--- config.mk ---
export PLATFORM = sky130hd
export DESIGN_NAME = c_token_classifier_unit
export DESIGN_NICKNAME = d
export VERILOG_FILES = /design/src/hw/rtl/ctc_pkg.sv /design/src/hw/rtl/ctc_step.sv /design/src/hw/rtl/ctc_rsp_queue.sv /design/src/hw/rtl/c_token_classifier_unit.sv
export SDC_FILE = /design/constraint.sdc
export NUM_CORES = 1
export LEC_CHECK = 0
export ABC_AREA = 0
export BUFFER_PORTS_ARGS = -buffer_cell sky130_fd_sc_hd__buf_4
export CAP_MARGIN = 20
export CORE_MARGIN = 3
export CORE_UTILIZATION = 55
export CTS_CLUSTER_DIAMETER = 60
export DETAILED_ROUTE_END_ITERATION = 8
export GPL_ROUTABILITY_DRIVEN = 0
export MAX_ROUTING_LAYER = met4
export PLACE_DENSITY = 0.72
export SYNTH_ARGS = -nofsm -noshare
export SYNTH_HDL_FRONTEND = slang
export SYNTH_SLANG_ARGS = --single-unit
--- constraint.sdc ---
create_clock -name clock -period 13.2 [get_ports clock]
set_clock_uncertainty 0.2 [all_clocks]
set_input_delay 1.98 -clock clock [delete_from_list [all_inputs] [get_ports clock]]
set_output_delay 1.98 -clock clock [all_outputs]
set_load 0.03 [all_outputs]
--- src/hw/rtl/ctc_pkg.sv ---
// ----------------------------------------------------------------------------
// Token classifier package
// Word types, codes, character constants and keyword tables of the classifier.
// ----------------------------------------------------------------------------
package ctc_pkg;

   localparam int MAX_TOKEN_LEN = 255;
   localparam int LEN_LIMIT_INT = (MAX_TOKEN_LEN > 255) ? 255 : MAX_TOKEN_LEN;
   localparam logic [7:0] LEN_LIMIT = 8'(LEN_LIMIT_INT);

   localparam int NUM_KEYWORDS = 19;

   localparam int QUEUE_DEPTH = 4;
   localparam int QUEUE_PTR_W = $clog2(QUEUE_DEPTH);
   localparam int QUEUE_CNT_W = QUEUE_PTR_W + 1;

   // Token classes.
   localparam logic [2:0] CLASS_KEYWORD      = 3'd0;
   localparam logic [2:0] CLASS_INTEGER      = 3'd1;
   localparam logic [2:0] CLASS_IDENTIFIER   = 3'd2;
   localparam logic [2:0] CLASS_UNIDENTIFIED = 3'd3;
   localparam logic [2:0] CLASS_OPERATOR     = 3'd4;

   // Single-character operator codes.
   localparam logic [2:0] OP_PLUS    = 3'd0;
   localparam logic [2:0] OP_MINUS   = 3'd1;
   localparam logic [2:0] OP_STAR    = 3'd2;
   localparam logic [2:0] OP_SLASH   = 3'd3;
   localparam logic [2:0] OP_EQUAL   = 3'd4;
   localparam logic [2:0] OP_GREATER = 3'd5;
   localparam logic [2:0] OP_LESS    = 3'd6;
   localparam logic [2:0] OP_BANG    = 3'd7;

   // Two-character operator codes.
   localparam logic [3:0] OP_EQ_EQ      = 4'd8;
   localparam logic [3:0] OP_NOT_EQ     = 4'd9;
   localparam logic [3:0] OP_GREATER_EQ = 4'd10;
   localparam logic [3:0] OP_LESS_EQ    = 4'd11;

   // Character codes.
   localparam logic [7:0] CH_TAB        = 8'h09;
   localparam logic [7:0] CH_NEWLINE    = 8'h0A;
   localparam logic [7:0] CH_SPACE      = 8'h20;
   localparam logic [7:0] CH_BANG       = 8'h21;
   localparam logic [7:0] CH_LPAREN     = 8'h28;
   localparam logic [7:0] CH_RPAREN     = 8'h29;
   localparam logic [7:0] CH_STAR       = 8'h2A;
   localparam logic [7:0] CH_PLUS       = 8'h2B;
   localparam logic [7:0] CH_COMMA      = 8'h2C;
   localparam logic [7:0] CH_MINUS      = 8'h2D;
   localparam logic [7:0] CH_SLASH      = 8'h2F;
   localparam logic [7:0] CH_DIGIT_0    = 8'h30;
   localparam logic [7:0] CH_DIGIT_9    = 8'h39;
   localparam logic [7:0] CH_SEMICOLON  = 8'h3B;
   localparam logic [7:0] CH_LESS       = 8'h3C;
   localparam logic [7:0] CH_EQUAL      = 8'h3D;
   localparam logic [7:0] CH_GREATER    = 8'h3E;
   localparam logic [7:0] CH_UPPER_A    = 8'h41;
   localparam logic [7:0] CH_UPPER_Z    = 8'h5A;
   localparam logic [7:0] CH_LBRACKET   = 8'h5B;
   localparam logic [7:0] CH_RBRACKET   = 8'h5D;
   localparam logic [7:0] CH_UNDERSCORE = 8'h5F;
   localparam logic [7:0] CH_LOWER_A    = 8'h61;
   localparam logic [7:0] CH_LOWER_Z    = 8'h7A;
   localparam logic [7:0] CH_LBRACE     = 8'h7B;
   localparam logic [7:0] CH_RBRACE     = 8'h7D;

   typedef struct packed {
      logic [7:0] char_code;
      logic       end_of_input;
   } ctc_req_type;

   typedef struct packed {
      logic [2:0]  token_class;
      logic [4:0]  keyword_number;
      logic [3:0]  operator_code;
      logic [15:0] token_start;
      logic [7:0]  token_length;
      logic        last_of_run;
   } ctc_rsp_type;

   typedef struct packed {
      logic [NUM_KEYWORDS-1:0] keyword_candidates;
      logic [7:0]              current_length;
      logic [15:0]             current_start;
      logic [15:0]             byte_position;
      logic                    digits_only;
      logic                    identifier_ok;
      logic                    pending_operator_valid;
      logic [2:0]              pending_operator_char;
      logic [15:0]             pending_operator_start;
   } ctc_state_type;

   // Up to two result words produced by one byte, in delivery order.
   typedef struct packed {
      logic [1:0]            count;
      ctc_rsp_type [1:0]     entry;
   } ctc_push_type;

   typedef struct packed {
      logic       valid;
      logic [2:0] code;
   } ctc_op_type;

   localparam ctc_state_type STATE_RESET = '{
      keyword_candidates:     {NUM_KEYWORDS{1'b1}},
      current_length:         8'd0,
      current_start:          16'd0,
      byte_position:          16'd0,
      digits_only:            1'b1,
      identifier_ok:          1'b1,
      pending_operator_valid: 1'b0,
      pending_operator_char:  3'd0,
      pending_operator_start: 16'd0
   };

   function automatic logic is_digit(input logic [7:0] c);
      return (c >= CH_DIGIT_0) && (c <= CH_DIGIT_9);
   endfunction

   function automatic logic is_alpha(input logic [7:0] c);
      return ((c >= CH_LOWER_A) && (c <= CH_LOWER_Z)) ||
             ((c >= CH_UPPER_A) && (c <= CH_UPPER_Z));
   endfunction

   function automatic logic is_separator(input logic [7:0] c);
      case (c) inside
         CH_SPACE, CH_TAB, CH_NEWLINE, CH_COMMA, CH_SEMICOLON, CH_LPAREN,
         CH_RPAREN, CH_LBRACE, CH_RBRACE, CH_LBRACKET, CH_RBRACKET: begin
            return 1'b1;
         end
         default: begin
            return 1'b0;
         end
      endcase
   endfunction

   function automatic ctc_op_type op_lookup(input logic [7:0] c);
      ctc_op_type r;
      r = '{valid: 1'b1, code: OP_PLUS};
      unique case (c)
         CH_PLUS:    r.code = OP_PLUS;
         CH_MINUS:   r.code = OP_MINUS;
         CH_STAR:    r.code = OP_STAR;
         CH_SLASH:   r.code = OP_SLASH;
         CH_EQUAL:   r.code = OP_EQUAL;
         CH_GREATER: r.code = OP_GREATER;
         CH_LESS:    r.code = OP_LESS;
         CH_BANG:    r.code = OP_BANG;
         default:    r.valid = 1'b0;
      endcase
      return r;
   endfunction

   // Code of the two-character operator formed by a held operator and '='.
   function automatic logic [3:0] pair_code(input logic [2:0] p);
      case (p)
         OP_EQUAL:   return OP_EQ_EQ;
         OP_BANG:    return OP_NOT_EQ;
         OP_GREATER: return OP_GREATER_EQ;
         OP_LESS:    return OP_LESS_EQ;
         default:    return {1'b0, p};
      endcase
   endfunction

   // Keyword spellings, right-justified, in list order.
   function automatic logic [63:0] kw_text(input int k);
      case (k)
         0:       return 64'("int");
         1:       return 64'("float");
         2:       return 64'("if");
         3:       return 64'("else");
         4:       return 64'("while");
         5:       return 64'("for");
         6:       return 64'("do");
         7:       return 64'("return");
         8:       return 64'("break");
         9:       return 64'("switch");
         10:      return 64'("case");
         11:      return 64'("char");
         12:      return 64'("double");
         13:      return 64'("void");
         14:      return 64'("long");
         15:      return 64'("short");
         16:      return 64'("struct");
         17:      return 64'("typedef");
         18:      return 64'("static");
         default: return 64'd0;
      endcase
   endfunction

   function automatic logic [2:0] kw_length(input int k);
      case (k)
         0, 5:                         return 3'd3;
         2, 6:                         return 3'd2;
         3, 10, 11, 13, 14:            return 3'd4;
         1, 4, 8, 15:                  return 3'd5;
         7, 9, 12, 16, 18:             return 3'd6;
         17:                           return 3'd7;
         default:                      return 3'd0;
      endcase
   endfunction

   // Character at position i of keyword k; meaningful only for i below its length.
   function automatic logic [7:0] kw_char(input int k, input logic [2:0] i);
      logic [63:0] txt;
      logic [2:0]  idx;
      txt = kw_text(k);
      idx = 3'(kw_length(k) - 3'd1 - i);
      return txt[8*idx +: 8];
   endfunction

endpackage

--- src/hw/rtl/ctc_step.sv ---
// ----------------------------------------------------------------------------
// Token classifier step logic
// Handles one byte: next lexer state and up to two result words.
// ----------------------------------------------------------------------------
module ctc_step (
   input  ctc_pkg::ctc_state_type state,
   input  ctc_pkg::ctc_req_type   word,
   output ctc_pkg::ctc_state_type state_next,
   output ctc_pkg::ctc_push_type  push
);
   import ctc_pkg::*;

   logic [7:0]              c;
   ctc_op_type              op;
   logic                    sep;
   logic                    combine;
   logic                    add;
   logic [7:0]              len;
   logic [NUM_KEYWORDS-1:0] cand_added;
   ctc_state_type           tok_added;
   ctc_state_type           tok_src;
   logic                    emit_early;
   logic                    emit_token;
   logic                    emit_late;
   logic                    kw_found;
   logic [4:0]              kw_num;
   logic [2:0]              tok_class;
   ctc_rsp_type             r_early;
   ctc_rsp_type             r_token;
   ctc_rsp_type             r_late;

   always_comb begin
      c       = word.char_code;
      op      = op_lookup(c);
      sep     = is_separator(c);
      len     = state.current_length;
      combine = state.pending_operator_valid && (c == CH_EQUAL) &&
                (state.pending_operator_char >= OP_EQUAL);
      add     = !combine && !sep && !op.valid;

      // Token state after appending this byte.
      for (int k = 0; k < NUM_KEYWORDS; k++) begin
         cand_added[k] = state.keyword_candidates[k] &&
                         (len < 8'(kw_length(k))) &&
                         (kw_char(k, len[2:0]) == c);
      end
      tok_added = state;
      tok_added.keyword_candidates = cand_added;
      tok_added.digits_only = state.digits_only && is_digit(c);
      if (len == 8'd0) begin
         tok_added.current_start = state.byte_position;
         tok_added.identifier_ok = is_alpha(c) || (c == CH_UNDERSCORE);
      end else begin
         tok_added.identifier_ok = state.identifier_ok &&
                                   (is_alpha(c) || is_digit(c) || (c == CH_UNDERSCORE));
      end
      if (len < LEN_LIMIT) begin
         tok_added.current_length = len + 8'd1;
      end

      tok_src = add ? tok_added : state;

      emit_early = state.pending_operator_valid;
      emit_token = add ? word.end_of_input : (!combine && (len != 8'd0));
      emit_late  = word.end_of_input && !combine && op.valid;

      // Lowest-numbered keyword whose spelling still matches at full length.
      kw_found = 1'b0;
      kw_num   = 5'd0;
      for (int k = NUM_KEYWORDS - 1; k >= 0; k--) begin
         if (tok_src.keyword_candidates[k] &&
             (tok_src.current_length == 8'(kw_length(k)))) begin
            kw_found = 1'b1;
            kw_num   = 5'(k);
         end
      end
      if (kw_found) begin
         tok_class = CLASS_KEYWORD;
      end else if (tok_src.digits_only) begin
         tok_class = CLASS_INTEGER;
      end else if (tok_src.identifier_ok) begin
         tok_class = CLASS_IDENTIFIER;
      end else begin
         tok_class = CLASS_UNIDENTIFIED;
      end

      r_early.token_class    = CLASS_OPERATOR;
      r_early.keyword_number = 5'd0;
      r_early.operator_code  = combine ? pair_code(state.pending_operator_char)
                                       : {1'b0, state.pending_operator_char};
      r_early.token_start    = state.pending_operator_start;
      r_early.token_length   = combine ? 8'd2 : 8'd1;
      r_early.last_of_run    = 1'b0;

      r_token.token_class    = tok_class;
      r_token.keyword_number = kw_found ? kw_num : 5'd0;
      r_token.operator_code  = 4'd0;
      r_token.token_start    = tok_src.current_start;
      r_token.token_length   = tok_src.current_length;
      r_token.last_of_run    = 1'b0;

      r_late.token_class     = CLASS_OPERATOR;
      r_late.keyword_number  = 5'd0;
      r_late.operator_code   = {1'b0, op.code};
      r_late.token_start     = state.byte_position;
      r_late.token_length    = 8'd1;
      r_late.last_of_run     = 1'b0;

      // At most two of the three can fire for one byte.
      push.count = 2'(emit_early) + 2'(emit_token) + 2'(emit_late);
      if (emit_early) begin
         push.entry[0] = r_early;
         push.entry[1] = emit_token ? r_token : r_late;
      end else begin
         push.entry[0] = emit_token ? r_token : r_late;
         push.entry[1] = r_late;
      end
      push.entry[0].last_of_run = (push.count == 2'd1);
      push.entry[1].last_of_run = (push.count == 2'd2);

      // Next state.
      state_next = add ? tok_added : state;
      if (!combine && (sep || op.valid)) begin
         state_next.keyword_candidates = STATE_RESET.keyword_candidates;
         state_next.current_length     = 8'd0;
         state_next.digits_only        = 1'b1;
         state_next.identifier_ok      = 1'b1;
      end
      state_next.pending_operator_valid = !combine && op.valid;
      if (!combine && op.valid) begin
         state_next.pending_operator_char  = op.code;
         state_next.pending_operator_start = state.byte_position;
      end
      state_next.byte_position = state.byte_position + 16'd1;
      if (word.end_of_input) begin
         state_next = STATE_RESET;
      end
   end

endmodule

--- src/hw/rtl/ctc_rsp_queue.sv ---
// ----------------------------------------------------------------------------
// Token classifier result queue
// Small register queue; up to two words in a cycle, one out unless stalled.
// ----------------------------------------------------------------------------
module ctc_rsp_queue (
   input  logic                                clock,
   input  logic                                reset,
   input  ctc_pkg::ctc_push_type               push,
   output logic [ctc_pkg::QUEUE_CNT_W-1:0]     free_slots,
   output logic                                rsp_valid,
   input  logic                                rsp_stall,
   output ctc_pkg::ctc_rsp_type                rsp_word
);
   import ctc_pkg::*;

   localparam logic [QUEUE_PTR_W-1:0] PTR_ONE = QUEUE_PTR_W'(1);
   localparam logic [QUEUE_CNT_W-1:0] DEPTH_COUNT = QUEUE_CNT_W'(QUEUE_DEPTH);

   ctc_rsp_type              entry_ff [QUEUE_DEPTH];
   logic [QUEUE_PTR_W-1:0]   wr_ptr_ff, wr_ptr_in;
   logic [QUEUE_PTR_W-1:0]   rd_ptr_ff, rd_ptr_in;
   logic [QUEUE_CNT_W-1:0]   count_ff, count_in;
   logic                     pop;

   assign pop        = rsp_valid && !rsp_stall;
   assign rsp_valid  = (count_ff != '0);
   assign rsp_word   = entry_ff[rd_ptr_ff];
   assign free_slots = DEPTH_COUNT - count_ff;

   always_comb begin
      wr_ptr_in = wr_ptr_ff + QUEUE_PTR_W'(push.count);
      rd_ptr_in = rd_ptr_ff + (pop ? PTR_ONE : '0);
      count_in  = count_ff + QUEUE_CNT_W'(push.count) - QUEUE_CNT_W'(pop);
   end

   always_ff @(posedge clock) begin
      if (push.count != 2'd0) begin
         entry_ff[wr_ptr_ff] <= push.entry[0];
      end
      if (push.count == 2'd2) begin
         entry_ff[wr_ptr_ff + PTR_ONE] <= push.entry[1];
      end
   end

   always_ff @(posedge clock) begin
      if (reset) begin
         wr_ptr_ff <= '0;
         rd_ptr_ff <= '0;
         count_ff  <= '0;
      end else begin
         wr_ptr_ff <= wr_ptr_in;
         rd_ptr_ff <= rd_ptr_in;
         count_ff  <= count_in;
      end
   end

endmodule

--- src/hw/rtl/c_token_classifier_unit.sv ---
// ----------------------------------------------------------------------------
// Token classifier
// Splits a byte stream into tokens and reports the class of each token.
// ----------------------------------------------------------------------------
// Source bytes arrive one word at a time on the req_ channel; each word holds
// a character and an end-of-input flag that closes the expression. Results
// leave on the rsp_ channel, one word per token or operator, in text order;
// the final word caused by a given byte carries last_of_run. A byte may cause
// no result, one result or two.
// A byte is taken into an input register; once its results fit, a single
// combinational pass updates the lexer state and pushes its results into a
// four-word output queue. The first result word becomes valid once the pass
// has written it into the queue. One byte is accepted every cycle while
// each byte yields at most one word and the receiver does not stall; a byte
// that yields two words leaves the output channel an extra word to deliver,
// and the input stalls only when the queue cannot hold a byte's words.
// When the receiver stalls, the queue holds its head word steady and fills;
// when a byte's words no longer fit, the byte is held and req_stall is raised.
// Reset clears the queue, the input register and the lexer state, so the next
// byte is offset zero of a new expression. End of input resets only the lexer
// state, after flushing the open token and any held operator.
// ----------------------------------------------------------------------------
module c_token_classifier_unit (
   input  logic                  clock,
   input  logic                  reset,
   input  logic                  req_valid,
   output logic                  req_stall,
   input  ctc_pkg::ctc_req_type  req_word,
   output logic                  rsp_valid,
   input  logic                  rsp_stall,
   output ctc_pkg::ctc_rsp_type  rsp_word
);
   import ctc_pkg::*;

   logic                    in_valid_ff, in_valid_in;
   ctc_req_type             in_word_ff;
   ctc_state_type           state_ff, state_in;
   ctc_state_type           state_next;
   ctc_push_type            step_push;
   ctc_push_type            queue_push;
   logic [QUEUE_CNT_W-1:0]  free_slots;
   logic                    step_fire;
   logic                    req_take;

   // Combinational handling of the registered byte.
   ctc_step u_step (
      .state      (state_ff),
      .word       (in_word_ff),
      .state_next (state_next),
      .push       (step_push)
   );

   // The byte is processed only when every word it produces fits the queue.
   assign step_fire = in_valid_ff && (QUEUE_CNT_W'(step_push.count) <= free_slots);
   assign req_stall = in_valid_ff && !step_fire;
   assign req_take  = req_valid && !req_stall;

   always_comb begin
      queue_push       = step_push;
      queue_push.count = step_fire ? step_push.count : 2'd0;
      in_valid_in      = req_take || (in_valid_ff && !step_fire);
      state_in         = step_fire ? state_next : state_ff;
   end

   ctc_rsp_queue u_rsp_queue (
      .clock      (clock),
      .reset      (reset),
      .push       (queue_push),
      .free_slots (free_slots),
      .rsp_valid  (rsp_valid),
      .rsp_stall  (rsp_stall),
      .rsp_word   (rsp_word)
   );

   always_ff @(posedge clock) begin
      if (req_take) begin
         in_word_ff <= req_word;
      end
   end

   always_ff @(posedge clock) begin
      if (reset) begin
         in_valid_ff <= 1'b0;
         state_ff    <= STATE_RESET;
      end else begin
         in_valid_ff <= in_valid_in;
         state_ff    <= state_in;
      end
   end

endmodule

==> results of run 1 <==
==> cell type report <==
cell class	instances	share of cell area (%)
Multi-Input combinational cell	1013	45.9
Sequential cell	246	40.8
Clock buffer	32	4.58
Timing Repair Buffer	80	3.94
Tap cell	330	2.61
Clock inverter	18	1.55
Inverter	28	0.664
==> metal layers <==
layer  part of all wire (%)  GRT usage, %  wire, µm  vias up
li1                       -             -         -     5294
met1                     45          41.0     17200     5539
met2                     44          39.1     16700      578
met3                    9.5          4.23      3630       45
met4                    1.8          5.23       699        0
met5                      0             -         0        -
==> power groups by stage <==
stage | registers [W] | clock network, W | logic (W)
2_1_floorplan | 0.000885 | 0 | 0.000515
3_3_place_gp | 0.000901 | 0 | 0.000678
3_5_place_dp | 0.000902 | 0 | 0.000687
4_1_cts | 0.000886 | 0.000820 | 0.000690
5_1_grt | 0.000891 | 0.000848 | 0.000742
6_report | 0.000886 | 0.000813 | 0.000690
==> synth_stat cells (11+ instances only) <==
library cell and n:
nor2_1 166, edfxtp_1 153, dfxtp_1 93, o22ai_1 91
clkbuf_1 79, nand2_1 60, a21oi_1 53, o21ai_0 52
nor3_1 45, a22oi_1 44, nand3_1 41, mux4_2 37
mux2i_1 34, xnor2_1 32, nand2b_1 31, ha_1 26
xor2_1 26, inv_1 25, nor2b_1 21, a211oi_1 20
buf_2 19, buf_1 16, nand3b_1 15, nand4_1 14
and3_1 12, mux2_2 12, nor4_1 11
==> registers in the layout, indices dropped and copies added, names as in the netlist <==
register,cells
in_word_ff,9
state_ff,81
u_rsp_queue.rd_ptr_ff,2
u_rsp_queue.count_ff,3
u_rsp_queue.wr_ptr_ff,2
in_valid_ff,1
u_rsp_queue.entry_ff,148
==> worst min path at each step <==
stage	endpoint	slack, ps	depth (start not counted)
floorplan	state_ff[20]	240	2
global placement	state_ff[20]	260	2
detailed placement	state_ff[20]	270	2
CTS	state_ff[20]	290	2
global route	state_ff[78]	320	2
finish	state_ff[20]	290	2
==> critical path: stages (launching register included) <==
cell and delay (ps):
edfxtp_1 310, buf_4 320, clkinv_1 340, a311oi_1 500, o31a_1 550, nor2_1 260, a21o_1 400, inv_2 320
fa_1 520, inv_1 170, ha_1 260, nand2_1 60, o211ai_1 120, inv_1 140, nand2_1 90, inv_1 90
buf_4 160
==> through the flow <==
stage          util [%]  hold WS (ps)  setup WS (ps)
2_1_floorplan         -           240           7150
3_3_place_gp       58.3           259           6440
3_5_place_dp       58.5           272           6270
4_1_cts            62.3           290           5920
5_1_grt            62.3           323           5530
6_report           62.3           291           5860
==> cells by family (layout without fill, tap and decap cells) <==
| logic type | Yosys count | count (layout) | synth area share [%] |
|---|---|---|---|
| xor gates and xnor gates | 58 | 58 | 3.54 |
| AOI/OAI and AO/OA | 350 | 350 | 16.6 |
| buffers and inverters | 151 | 158 | 4.51 |
| and+or+nand+nor | 477 | 477 | 17.1 |
| DFF | 246 | 246 | 45.0 |
| muxes | 100 | 100 | 10.7 |
| adders and majority gates | 28 | 28 | 2.55 |
==> metrics.txt, run 1 <==
outcome=finished clean; Pint=0.00160 W; Reg2Reg Depth=17; sequential cell area=0.00646 mm²; CTS Buf Count=27; Hold Startpoint=state_ff[20]; NumNets Final=1437; CTS root buf=clkbuf_16; vias in the first global route=10500; worst skew pair latency=560 ps; Die Span Y=168 µm; dpl cells=1697; syn_area_per_cell=10.2 µm²; Critical Path Start Type=register; Initial Util=56.5%; worst hold path type=register to register; reg2reg start=in_word_ff[4]; # IOs=52; Critical Path AT=5160 ps; Clock Sinks=246; Total Routing Usage GR=27.1%; f_max=136 MHz; area leader, netlist=edfxtp_1; Fin. Hold Viols=0; max_slew headroom=23.5%; Syn. warnings=0; largest net degree at the start of global routing=77; total power=0.00239 W; Iter 0 DRT Violations=1320; vias per cell=6.56; share of cells above drive strength 1=16.6%; Worst Path Class, Setup=register to output port; Critical Path Start=in_word_ff[4]; n_diodes=0; vias=11500; Synth cell types=95; worst-margin pin slew=1120 ps; H-tree lvl count=1; DP Area=0.0149 mm²; CTS resizes=0; Max-cap violations=0; CP endpoint kind=output port; Post-Syn Instances=1410; Sw Share=33.2%; Finished Cell Area=0.0158 mm²; Critical Path RT=11020 ps; antenna violations before repair=0; CTS tree=built; DR DRC count=0; Clock transition at path regs=70 ps; cts hold-fix bufs=0; Core Rows=58; # setup viols final=0; FF+latch count, synth=246; power share of the sequential group=37.1%; static leakage=5.41 nW; RSZ-0062 raised after global routing=no; Comb pwr share=28.9%; VDD IR max=0.000120 V; clock power share=34.0%; Net Switching=0.000792 W; CP max FO=30; Most used DFF post-synth=edfxtp_1; Synth area leaders=edfxtp_1, dfxtp_1, mux4_2, nor2_1, o22ai_1; post-route ant nets=0; final worst path period need=7340 ps; die width=168 µm; worst r2r dst=u_rsp_queue.entry_ff[2][36]; fraction of registers with async set/reset=0%; Setup Buffers After CTS=0; core box area=0.0254 mm²; reg-to-reg slack, setup=6140 ps; commonest non-fill, non-tap cell in the layout=nor2_1; number of buffers on the longest clock path=3; register area share after synthesis=45.0%; Syn Nets=1451; Syn-to-layout area delta=10.3%; number of fill cells=2065; Tcrit/Tclk final=55.6%; Layout Cells excl Fill=1747; First-pass DRT Iterations=5; Post-synth EDFFs=153; critical path endpoint=req_stall; GRT overflow=0; IO buf count=51; Synth Cell Area=0.0144 mm²; total negative slack=0 ps; Routed WL=38.2 mm; detailed-route wire length per cell=21.9 µm; pwr/cell area=151 mW/mm²; most frequent cells in the layout=nor2_1, edfxtp_1, o22ai_1, dfxtp_1, buf_4; first-pass GRT wire length=59.8 mm; area of the multi-input gates=0.00726 mm²; HPWL Detailed=26.0 mm; DIE AREA=0.0281 mm²; max-slew violations=0; Yosys top cell area share=32.0%
(Power assumes the default switching activity.)
==> inputs of run 2 (changes only) <==
==> constraint.sdc (replaced) <==
create_clock -name clock -period 7.4 [get_ports clock]
set_clock_uncertainty 0.2 [all_clocks]
set_input_delay 1.11 -clock clock [delete_from_list [all_inputs] [get_ports clock]]
set_output_delay 1.11 -clock clock [all_outputs]
set_load 0.03 [all_outputs]
==> run 2 against run 1 <==
Compared with the run above:
- combinational power rose by 78%
- register-to-register slack worse by 5500 ps
- count of clock-buffer cells in the layout is 5 higher
- global-route usage increased by 0.59 points
- first-iteration DRC count increased by 19%
- worst setup slack got worse by 5200 ps
- die area stayed put
- critical path type is now register to register
- largest cell class unchanged
==> metrics.txt, run 2 (synthesized netlist as in run 1, its figures left out) <==
Setup Buffers After CTS=0; reg-to-reg slack, setup=650 ps; DIE AREA=0.0281 mm²; Top Registers=u_rsp_queue.entry_ff (148), state_ff (81), in_word_ff (9); final worst path period need=6750 ps; GRT overflow=0; worst-margin pin slew=1140 ps; Die Span Y=168 µm; max_slew headroom=23.9%; Largest Register=u_rsp_queue.entry_ff; max FFs per register=148; total negative slack=0 ps; CP endpoint kind=register; vias per cell=6.61; most frequent cells in the layout=nor2_1, edfxtp_1, o22ai_1, dfxtp_1, buf_4; first-pass GRT wire length=61.5 mm; cts hold-fix bufs=0; CTS root buf=clkbuf_16; worst skew pair latency=550 ps; max-slew violations=0; die width=168 µm; f_max=148 MHz; Total Routing Usage GR=27.7%; static leakage=5.47 nW; H-tree lvl count=1; DP Worst Slack=825 ps; Syn-to-layout area delta=10.2%; pwr/cell area=266 mW/mm²; worst hold stages=2; CTS tree=built; worst hold path type=register to register; n_diodes=0; core box area=0.0254 mm²; Clock Sinks=246; Tcrit/Tclk final=91.2%; RSZ-0062 raised after global routing=no; # IOs=52; vias in the first global route=10800; VDD IR max=0.000219 V; Critical Path RT=7580 ps; Reg2Reg Depth=17; HPWL Detailed=25.4 mm; CTS resizes=0; detailed-route wire length per cell=21.9 µm; # setup viols final=0; Routed WL=38.5 mm; Core Rows=58; PnR worst setup slack=652 ps; CTS Buf Count=28; CP max FO=16; vias=11600; Fin. Hold Viols=0; Worst Path Class, Setup=register to register; Max-cap violations=0; share of cells above drive strength 1=16.7%; NumNets Final=1444; Clock transition at path regs=60 ps; Critical Path AT=6920 ps; First-pass DRT Iterations=6; Final Util=62.3%; antenna violations before repair=0; number of buffers on the longest clock path=3; outcome=finished clean; Critical Path Start Type=register; post-route ant nets=0; commonest non-fill, non-tap cell in the layout=nor2_1; IO buf count=51; largest net degree at the start of global routing=77; DR DRC count=0; Iter 0 DRT Violations=1569; Initial Util=56.5%
run 2: path summary, 6_finish.rpt:
kind                                     from                          end
worst max-delay path            in_word_ff[7]  u_rsp_queue.entry_ff[1][30]
worst max register to register  in_word_ff[7]  u_rsp_queue.entry_ff[1][30]
worst min register to register   state_ff[20]                 state_ff[20]
worst min-delay path             state_ff[20]                 state_ff[20]
run 2: final cells by class:
| type | count | area (µm²) |
|---|---|---|
| Timing Repair Buffer | 86 | 649 |
| Sequential cell | 246 | 6460 |
| Clock inverter | 14 | 141 |
| Inverter | 28 | 105 |
| Tap cell | 330 | 413 |
| Fill cell | 2086 | 9590 |
| Multi-Input combinational cell | 1013 | 7260 |
| Clock buffer | 37 | 788 |
run 2: layer usage:
metal,GRT usage [%],wire (µm),up-vias
li1,-,-,5338
met1,42.0,17100,5582
met2,40.9,17300,612
met3,2.81,3510,66
met4,5.62,641,0
met5,-,0,-
run 2: metrics by stage:
stage / cells / hold slack [ps] / instance area, µm² / total power [W]
3_5_place_dp: 1703 / 257 / 14900 / 0.00284
3_3_place_gp: 1702 / 253 / 14900 / 0.00282
4_1_cts: 1754 / 271 / 15800 / 0.00421
5_1_grt: 1754 / 318 / 15800 / 0.00438
2_1_floorplan: 1410 / 240 / 14400 / 0.00250
6_report: 1754 / 270 / 15800 / 0.00421
run 2: power by group:
group          internal, W  switching, W  leakage, nW
Sequential         0.00153     0.0000726         2.24
Combinational     0.000470      0.000755         2.76
Clock             0.000822      0.000559        0.465
run 2: worst max-delay path, stage by stage (launching register included):
cell,delay (ps)
edfxtp_1,570
nor3b_1,710
o2111ai_1,310
and3_1,440
a22oi_1,260
a21o_1,430
inv_2,260
fa_1,540
ha_1,350
nor2b_1,140
o211ai_1,250
and2_1,380
nand3_1,220
nor3_1,450
a21oi_1,250
nand2b_1,390
nand3b_1,250
nor3_1,160
